### src/rtl/crq_pkg.sv
`default_nettype none

package crq_pkg;

    localparam int ID_W     = 16;
    localparam int VOL_W    = 8;
    localparam int STATUS_W = 3;

    localparam logic OP_PUSH = 1'b0;
    localparam logic OP_TICK = 1'b1;

    localparam logic [STATUS_W-1:0] ST_MERGED  = 3'd0;
    localparam logic [STATUS_W-1:0] ST_QUEUED  = 3'd1;
    localparam logic [STATUS_W-1:0] ST_DROPPED = 3'd2;
    localparam logic [STATUS_W-1:0] ST_STARTED = 3'd3;
    localparam logic [STATUS_W-1:0] ST_EMPTY   = 3'd4;

    typedef struct packed {
        logic [ID_W-1:0]  id;
        logic [VOL_W-1:0] vol;
    } entry_t;

endpackage

`default_nettype wire

### src/rtl/coalescing_request_queue.sv
// Coalescing request queue: a ring of DEPTH slots of pending play requests.
// Input channel (in_valid / in_stall): one beat is a push (opcode 0) carrying
// sound_id and volume, or a tick (opcode 1) that pops the oldest request.
// Output channel (out_valid / out_stall): exactly one beat per input beat,
// carrying status, out_sound_id and out_volume, in input order.
// A push compares the pending entries one per cycle, oldest first, out of
// the slot memory; a match keeps the larger volume in place, otherwise the
// request is written at the tail, or dropped when DEPTH-1 entries are pending.
// A push holds the input while it compares the pending entries, a tick while
// it reads the head, if any. The result is loaded into the result register and
// then, in S_OUT, into the output register once that register is free.
// One item is worked at a time; the result register lets the next beat be
// accepted while an earlier result is still held by out_stall. A finished
// result waits in the block until the output register frees up, and no input
// is accepted meanwhile.
// Reset (rst_n low) empties the ring and clears out_valid; no clearing pass.
`default_nettype none

module coalescing_request_queue
    import crq_pkg::*;
#(
    parameter int DEPTH = 16
)
(
    input  wire                  clk,
    input  wire                  rst_n,
    input  wire                  in_valid,
    output logic                 in_stall,
    input  wire                  opcode,
    input  wire  [ID_W-1:0]      sound_id,
    input  wire  [VOL_W-1:0]     volume,
    output logic                 out_valid,
    input  wire                  out_stall,
    output logic [STATUS_W-1:0]  status,
    output logic [ID_W-1:0]      out_sound_id,
    output logic [VOL_W-1:0]     out_volume
);

    localparam int PTR_W = $clog2(DEPTH);

    typedef enum logic [1:0] {
        S_IDLE,
        S_SCAN,
        S_POP,
        S_OUT
    } state_t;

    function automatic logic [PTR_W-1:0] ring_next(input logic [PTR_W-1:0] p);
        ring_next = (p == PTR_W'(DEPTH - 1)) ? '0 : p + PTR_W'(1);
    endfunction

    entry_t mem [DEPTH];
    entry_t rdata_reg;

    state_t               state_reg, state_next;
    logic [PTR_W-1:0]     rd_ptr_reg, rd_ptr_next;
    logic [PTR_W-1:0]     wr_ptr_reg, wr_ptr_next;
    logic [PTR_W-1:0]     scan_ptr_reg, scan_ptr_next;
    logic                 cmp_vld_reg, cmp_vld_next;
    logic [PTR_W-1:0]     cmp_addr_reg, cmp_addr_next;
    logic [ID_W-1:0]      req_id_reg, req_id_next;
    logic [VOL_W-1:0]     req_vol_reg, req_vol_next;
    logic [STATUS_W-1:0]  res_status_reg, res_status_next;
    logic [ID_W-1:0]      res_id_reg, res_id_next;
    logic [VOL_W-1:0]     res_vol_reg, res_vol_next;
    logic                 out_valid_reg, out_valid_next;
    logic [STATUS_W-1:0]  status_reg, status_next;
    logic [ID_W-1:0]      out_id_reg, out_id_next;
    logic [VOL_W-1:0]     out_vol_reg, out_vol_next;

    logic                 mem_we;
    logic [PTR_W-1:0]     mem_waddr;
    entry_t               mem_wdata;
    logic [PTR_W-1:0]     mem_raddr;

    logic                 empty;
    logic                 full;
    logic                 hit;
    logic [VOL_W-1:0]     max_vol;

    assign empty   = (rd_ptr_reg == wr_ptr_reg);
    assign full    = (ring_next(wr_ptr_reg) == rd_ptr_reg);
    assign hit     = cmp_vld_reg && (rdata_reg.id == req_id_reg);
    assign max_vol = (req_vol_reg > rdata_reg.vol) ? req_vol_reg : rdata_reg.vol;

    always_ff @(posedge clk)
    begin
        if (mem_we)
        begin
            mem[mem_waddr] <= mem_wdata;
        end
        rdata_reg <= mem[mem_raddr];
    end

    always_comb
    begin
        state_next      = state_reg;
        rd_ptr_next     = rd_ptr_reg;
        wr_ptr_next     = wr_ptr_reg;
        scan_ptr_next   = scan_ptr_reg;
        cmp_vld_next    = 1'b0;
        cmp_addr_next   = cmp_addr_reg;
        req_id_next     = req_id_reg;
        req_vol_next    = req_vol_reg;
        res_status_next = res_status_reg;
        res_id_next     = res_id_reg;
        res_vol_next    = res_vol_reg;
        out_valid_next  = out_valid_reg && out_stall;
        status_next     = status_reg;
        out_id_next     = out_id_reg;
        out_vol_next    = out_vol_reg;
        mem_we          = 1'b0;
        mem_waddr       = wr_ptr_reg;
        mem_wdata       = '{id: req_id_reg, vol: req_vol_reg};
        mem_raddr       = rd_ptr_reg;

        case (state_reg)
            S_IDLE:
            begin
                if (in_valid)
                begin
                    req_id_next  = sound_id;
                    req_vol_next = volume;
                    if (opcode == OP_PUSH)
                    begin
                        // head read issued now, compared next cycle
                        cmp_vld_next  = !empty;
                        cmp_addr_next = rd_ptr_reg;
                        scan_ptr_next = empty ? rd_ptr_reg : ring_next(rd_ptr_reg);
                        state_next    = S_SCAN;
                    end
                    else if (empty)
                    begin
                        res_status_next = ST_EMPTY;
                        res_id_next     = '0;
                        res_vol_next    = '0;
                        state_next      = S_OUT;
                    end
                    else
                    begin
                        state_next = S_POP;
                    end
                end
            end

            S_SCAN:
            begin
                mem_raddr = scan_ptr_reg;
                if (hit)
                begin
                    mem_we          = 1'b1;
                    mem_waddr       = cmp_addr_reg;
                    mem_wdata       = '{id: req_id_reg, vol: max_vol};
                    res_status_next = ST_MERGED;
                    res_id_next     = req_id_reg;
                    res_vol_next    = max_vol;
                    state_next      = S_OUT;
                end
                else if (scan_ptr_reg != wr_ptr_reg)
                begin
                    cmp_vld_next  = 1'b1;
                    cmp_addr_next = scan_ptr_reg;
                    scan_ptr_next = ring_next(scan_ptr_reg);
                end
                else
                begin
                    res_id_next  = req_id_reg;
                    res_vol_next = req_vol_reg;
                    if (full)
                    begin
                        res_status_next = ST_DROPPED;
                    end
                    else
                    begin
                        mem_we          = 1'b1;
                        wr_ptr_next     = ring_next(wr_ptr_reg);
                        res_status_next = ST_QUEUED;
                    end
                    state_next = S_OUT;
                end
            end

            S_POP:
            begin
                res_status_next = ST_STARTED;
                res_id_next     = rdata_reg.id;
                res_vol_next    = rdata_reg.vol;
                rd_ptr_next     = ring_next(rd_ptr_reg);
                state_next      = S_OUT;
            end

            S_OUT:
            begin
                if (!out_valid_reg || !out_stall)
                begin
                    out_valid_next = 1'b1;
                    status_next    = res_status_reg;
                    out_id_next    = res_id_reg;
                    out_vol_next   = res_vol_reg;
                    state_next     = S_IDLE;
                end
            end

            default:
            begin
                state_next = S_IDLE;
            end
        endcase
    end

    always_ff @(posedge clk or negedge rst_n)
    begin
        if (!rst_n)
        begin
            state_reg      <= S_IDLE;
            rd_ptr_reg     <= '0;
            wr_ptr_reg     <= '0;
            scan_ptr_reg   <= '0;
            cmp_vld_reg    <= 1'b0;
            cmp_addr_reg   <= '0;
            req_id_reg     <= '0;
            req_vol_reg    <= '0;
            res_status_reg <= ST_EMPTY;
            res_id_reg     <= '0;
            res_vol_reg    <= '0;
            out_valid_reg  <= 1'b0;
            status_reg     <= ST_EMPTY;
            out_id_reg     <= '0;
            out_vol_reg    <= '0;
        end
        else
        begin
            state_reg      <= state_next;
            rd_ptr_reg     <= rd_ptr_next;
            wr_ptr_reg     <= wr_ptr_next;
            scan_ptr_reg   <= scan_ptr_next;
            cmp_vld_reg    <= cmp_vld_next;
            cmp_addr_reg   <= cmp_addr_next;
            req_id_reg     <= req_id_next;
            req_vol_reg    <= req_vol_next;
            res_status_reg <= res_status_next;
            res_id_reg     <= res_id_next;
            res_vol_reg    <= res_vol_next;
            out_valid_reg  <= out_valid_next;
            status_reg     <= status_next;
            out_id_reg     <= out_id_next;
            out_vol_reg    <= out_vol_next;
        end
    end

    assign in_stall     = (state_reg != S_IDLE);
    assign out_valid    = out_valid_reg;
    assign status       = status_reg;
    assign out_sound_id = out_id_reg;
    assign out_volume   = out_vol_reg;

endmodule

`default_nettype wire

### config.mk
export PLATFORM = sky130hd
export DESIGN_NAME = coalescing_request_queue
export DESIGN_NICKNAME = d
export VERILOG_FILES = /design/src/rtl/crq_pkg.sv /design/src/rtl/coalescing_request_queue.sv
export SDC_FILE = /design/constraint.sdc
export NUM_CORES = 1
export LEC_CHECK = 0
export BUFFER_PORTS_ARGS = -buffer_cell sky130_fd_sc_hd__buf_2
export CAP_MARGIN = 25
export CORE_MARGIN = 4
export CORE_UTILIZATION = 40
export CTS_CLUSTER_SIZE = 20
export DETAILED_ROUTE_END_ITERATION = 8
export GPL_TIMING_DRIVEN = 0
export PLACE_DENSITY = 0.56
export SYNTH_ARGS = -nofsm -noshare
export SYNTH_HDL_FRONTEND = slang
export SYNTH_SLANG_ARGS = --single-unit
### constraint.sdc
create_clock -name clk -period 7.3 [get_ports clk]
set_input_delay 0.73 -clock clk [delete_from_list [all_inputs] [get_ports clk]]
set_output_delay 0.73 -clock clk [all_outputs]
set_load 0.03 [all_outputs]
# After elaboration in Yosys (flattened, before gate mapping)
# Memory sizes are Yosys's and may differ from the RTL's. A register that Yosys moved wholly into a read port is not among the register bits.
# Index checks and enable logic that the tools add are counted.
[totals]
out_inout_bits = 29
inputBits = 29
ram_bits = 384
elab_cells = 116
mem_count = 1
register_bits = 98
[mem_list]
columns = ["memory", "words", "width", "read_ports", "rd_clocked_by_memory_dff", "write_ports", "line", "rtl"]
rows = [
  ["mem", 16, 24, 1, 1, 1, "coalescing_request_queue.sv:52", "entry_t mem [DEPTH];"],
]
[classes]
muxes = 59
order_cmp = 1
reduce_logical = 16
add_sub_neg = 3
n_eq_ne = 18
n_bitwise = 3
[ops]
columns = ["op", "n"]
rows = [
  ["$mux W16", 5],
  ["$mux W8", 8],
  ["$mux W4", 15],
  ["$pmux W16 S3", 1],
  ["$pmux W8 S3", 1],
  ["$eq A16 B16 Y1", 1],
  ["$pmux W4 S2", 2],
  ["$mux W3", 5],
  ["$ne A2 B2 Y1 const B", 7],
  ["$mux W1", 13],
  ["$add A4 B1 Y4 const B", 3],
  ["$eq A4 B4 Y1 const B", 3],
  ["$mux W2", 6],
  ["$reduce_and A5 Y1", 2],
  ["$pmux W3 S3", 1],
  ["$eq A4 B4 Y1", 2],
  ["$gt A8 B8 Y1", 1],
  ["$pmux W2 S4", 1],
  ["$eq A2 B2 Y1 const B", 2],
  ["$ne A4 B4 Y1", 1],
  ["$reduce_and A2 Y1", 2],
  ["$reduce_and A4 Y1", 1],
  ["$reduce_bool A2 Y1", 2],
  ["$logic_not A1 Y1", 3],
  ["other kinds (9)", 12],
]

# Longest topological paths before layout
[logic_depth]
word_depth = 9
depth_mapped = 9
depth_no_buf = 8

# Worst setup path before layout
# No wires, ideal clock.
[synth_path]
path_kind = "register to register"
startpoint = "register req_id_reg[14]"
endpoint = "memory mem[0][0] in the netlist's numbering (enable)"
setup_time_ns = 0.413
t_arrival_ns = 3.381
setup_slack_ns = 3.506
path_stages_with_launch = 7
n_path_buf = 0
period_less_slack_ns = 3.794
t_required_ns = 6.887
path_cell_list = "dfrtp_1 xor2_1 or4_4 nor4_4 nand3_1 or3_1 a21oi_1"
[synth_via]
elab_chain_len = 6
elab_cells_between_ends = 8
cone_classes = "1 x eq/ne; 6 x mux; 1 x reduce/logical"
[synth_lines]
columns = ["item", "line", "rtl"]
rows = [
  ["start, declared", "coalescing_request_queue.sv:61", "logic [ID_W-1:0] req_id_reg, req_id_next;"],
  ["start signal, assigned", "coalescing_request_queue.sv:239", "req_id_reg <= req_id_next;"],
  ["$eq A16 B16 Y1 (*)", "coalescing_request_queue.sv:83", "assign hit = cmp_vld_reg && (rdata_reg.id == req_id_reg);"],
  ["$logic_and A1 B1 Y1 (*)", "coalescing_request_queue.sv:83", ""],
  ["$mux W1", "coalescing_request_queue.sv:149", "if (hit)"],
  ["$mux W1", "coalescing_request_queue.sv:117", "case (state_reg)"],
  ["$mux W1", "coalescing_request_queue.sv:88", "if (mem_we)"],
  ["$mux W1 (implied by the code)", "coalescing_request_queue.sv:90", "mem[mem_waddr] <= mem_wdata;"],
  ["end, declared", "coalescing_request_queue.sv:52", ""],
]
# Every way passes the cells marked *; elsewhere a longest branch is shown, timed or not.

# Worst setup path after layout
[layout_path]
startpoint = "register req_id_reg[10]"
endpoint = "memory mem[15][13] in the netlist's numbering (enable)"
# The elaborated chain is that of the path after synthesis.

==> parameters.txt <==
Parameter                              Value

Route
  Per-cell via count in the routed design ... 5.57
  Detailed-route via count ... 11300
  Routed wire length ... 50.1 mm
  Initial detailed-routing violation count ... 1029
  Post-route antenna net violation count ... 0
  WL/cell ... 24.6 um
  Total DRC errors in the routed layout ... 0
  Length of the first detailed-routing pass in iterations ... 5

Global routing
  Maximum number of pins on one net before global-route repair ... 62
  Wire length of the first global-routing pass ... 76.1 mm
  Total track usage ... 18.1%
  Number of global-route vias before repair ... 11800
  Antenna violations before repair ... 0
  Total grt overflow ... 0

CTS
  Resize count post-CTS ... 0
  Clock tree from TritonCTS ... built
  Number of clock sinks seen by CTS ... 506
  Number of buffers on the longest clock path ... 3
  Clk pin slew, worst setup/hold paths ... 0.07 ns
  Clock latency on the worst-skew pair ... 0.60 ns
  Setup bufs post-CTS ... 0
  Number of buffers created by CTS ... 51
  Root buf cell ... clkbuf_16
  Number of buffers added to fix hold violations after cts ... 0
  CTS HTree Levels ... 2

Setup path
  Kind of end point of the critical path ... flop
  Crit-path slowest cell ... a31oi_1
  Worst Reg-to-Reg Cells ... 7
  Largest fanout on the critical path ... 19
  Critical Path Stages ... 7
  Startpoint class of the critical path ... flop
  Endpoint arrival time on the critical path ... 4.32 ns
  Buffers plus inverters on the worst setup path ... 1
  Max stage delay on crit path ... 0.90 ns
  Cell family with most CP delay ... simple AND/OR/NAND/NOR gates
  Worst-path cell chain ... xor2_1 > or4_4 > nor4_4 > nand3_1 > a31oi_1 > a21oi_4 > buf_16
  Worst path required time ... 7.63 ns
  Type of the setup path with the least slack ... flop to flop

Floorplan
  Die Span X ... 235 um
  Placement Rows ... 82
  Initial core utilization ... 40.8%
  Ports ... 58
  Height of the die ... 235 um
  Area of the core ... 50600 um^2
  Area of the die ... 55300 um^2

STA
  Highest clock frequency the design can meet ... 251 MHz
  Sum of negative setup slack ... 0 ns
  Headroom to the max-slew limit ... 27.6%
  Least-Margin Pin Slew ... 1.08 ns
  Unrepaired setup endpoints after global routing ... false
  Clk_skew ... 0.0241 ns
  Setup ws final ... 3.31 ns
  Endpoints failing hold ... 0
  Post-route fraction of the period consumed by the critical path ... 54.6%
  Max Transition Viols Final ... 0
  Total of endpoints with negative setup slack in the final report ... 0
  Minimum clock period after layout ... 3.99 ns

Placement
  DPL Wire Length ... 33.9 mm
  Placed cell areas ... 22400 um^2
  Count of buffers from port buffering ... 57
  Worst setup slack after placement ... 3.30 ns
  Final estimated routing congestion in global placement ... 0.846
  Number of instances in the placed design ... 1938

Power
  Net switching component of the power ... 4.11 mW
  Sequential power share ... 38.1%
  Worst-case vdd ir drop ... 0.000207 V
  Cell-internal power ... 7.03 mW
  PD cells ... 462 nW/um^2
  Sw frac ... 36.9%
  Leak Pwr ... 8.43 nW
  Share of total power in the clock network ... 23.9%
  Logic gate share of total power ... 38.0%
  Total power of the final layout ... 11.1 mW

Finish
  Area Overhead vs Synth ... 17.0%
  Final instance count without filler cells ... 2032
  Share of layout cells above drive strength 1 ... 27.1%
  Final net count ... 1364
  Ant diodes ... 0
  Most frequent cells in the layout ... 384 x edfxtp_1, 96 x mux4_2, 96 x dfrtp_1, 78 x nand2_1
  Finished layout cell area ... 24100 um^2
  Sequential Area ... 14500 um^2
  Max FFs per register ... 384
  Filler cell count ... 4260
  Area of the multi-input gates ... 5970 um^2
  Most common cell after layout, fill and taps aside ... edfxtp_1

Logic synthesis
  Synthesis-stage register bit count ... 506
  Post-synth EDFFs ... 384
  Area of the mapped netlist ... 20600 um^2
  Synth Warn # ... 0
  Post-Synthesis Mean Instance Area ... 17.4 um^2
  Syn Nets ... 1231
  Portion of the post-synthesis area used by sequential elements ... 70.1%
  Synth Flop Type ... edfxtp_1
  Number of distinct library cell variants in the gate-level netlist after synthesis ... 59
  Synth Instances ... 1187
  Fraction of synthesis flops using an asynchronous set or reset pin ... 19.4%

Outcome
  Outcome ... finished, final reports clean

Flow run
  Max-capacitance violation count ... 0

Min path
  Path category of the worst min-delay check ... input port to asynchronous set/reset pin
routing by layer:
metal	vias to the layer above	part of all wire, %	track usage, %
met1	5899	44	25.3
met5	-	0	0
li1	5018	-	-
met3	90	5.2	2.94
met4	0	3.1	6.28
met2	314	48	29.1
synth_stat cells (20+ instances only):
library cell  instances  share of area [%]
a21oi_1              23               0.56
edfxtp_1            384                 56
a211oi_1             26               0.95
nand2_1              78                1.4
clkbuf_1             50               0.91
mux4_2               96                 10
mux2_2               66                3.6
and2_1               25               0.76
xnor2_1              20               0.85
dfrtp_1              96                 12
a31oi_1              35                1.1
dfxtp_1              24                2.3
nor4_1               20               0.61
logic make-up after synthesis:
kind of cell    after synthesis  synth area share (%)
fa+ha+maj                    15                 0.910
mux                         176                  14.8
simple gates                185                  4.76
buf+inv                      90                  1.84
xor+xnor                     31                  1.32
compound gates              184                  6.25
flops                       506                  70.1
path summary, 6_finish.rpt:
| path | startpoint | endpoint | slack [ns] |
|---|---|---|---|
| max | req_id_reg[10]$_DFFE_PN0P_ | mem[15][13]$_DFFE_PP_ | 3.31 |
| min | rst_n | req_vol_reg[2]$_DFFE_PN0P_ | 0.12 |
| max reg2reg | req_id_reg[10]$_DFFE_PN0P_ | mem[15][13]$_DFFE_PP_ | 3.31 |
| min reg2reg | res_id_reg[11]$_DFFE_PN0P_ | res_id_reg[11]$_DFFE_PN0P_ | 0.47 |
| max in group asynchronous | rst_n | req_id_reg[3]$_DFFE_PN0P_ | 6.48 |
| min in group clk | volume[7] | req_vol_reg[7]$_DFFE_PN0P_ | 0.36 |
per-stage QoR:
step	util [%]	hold slack [ns]
floorplan	-	0.434
global placement	43.0	0.459
detailed placement	44.3	0.462
CTS	47.7	0.0996
global route	47.7	0.136
finish	47.7	0.122
area by class of cell:
cell class,count,share of cell area [%]
clock inverters,34,1.40
multi-input cells,591,24.7
flip-flops and latches,506,60.0
well taps,672,3.48
inverters,20,0.311
repair buffers,80,3.19
plain buffers,70,1.27
clock buffers,59,5.67
power groups by stage:
stage	logic [mW]	registers, mW	clock network [mW]
2_1_floorplan	2.88	4.18	0
3_3_place_gp	4.15	4.29	0
3_5_place_dp	4.26	4.31	0
4_1_cts	4.28	4.25	2.73
5_1_grt	4.61	4.30	2.86
6_report	4.23	4.24	2.66
Power figures use the tool's default switching activity.
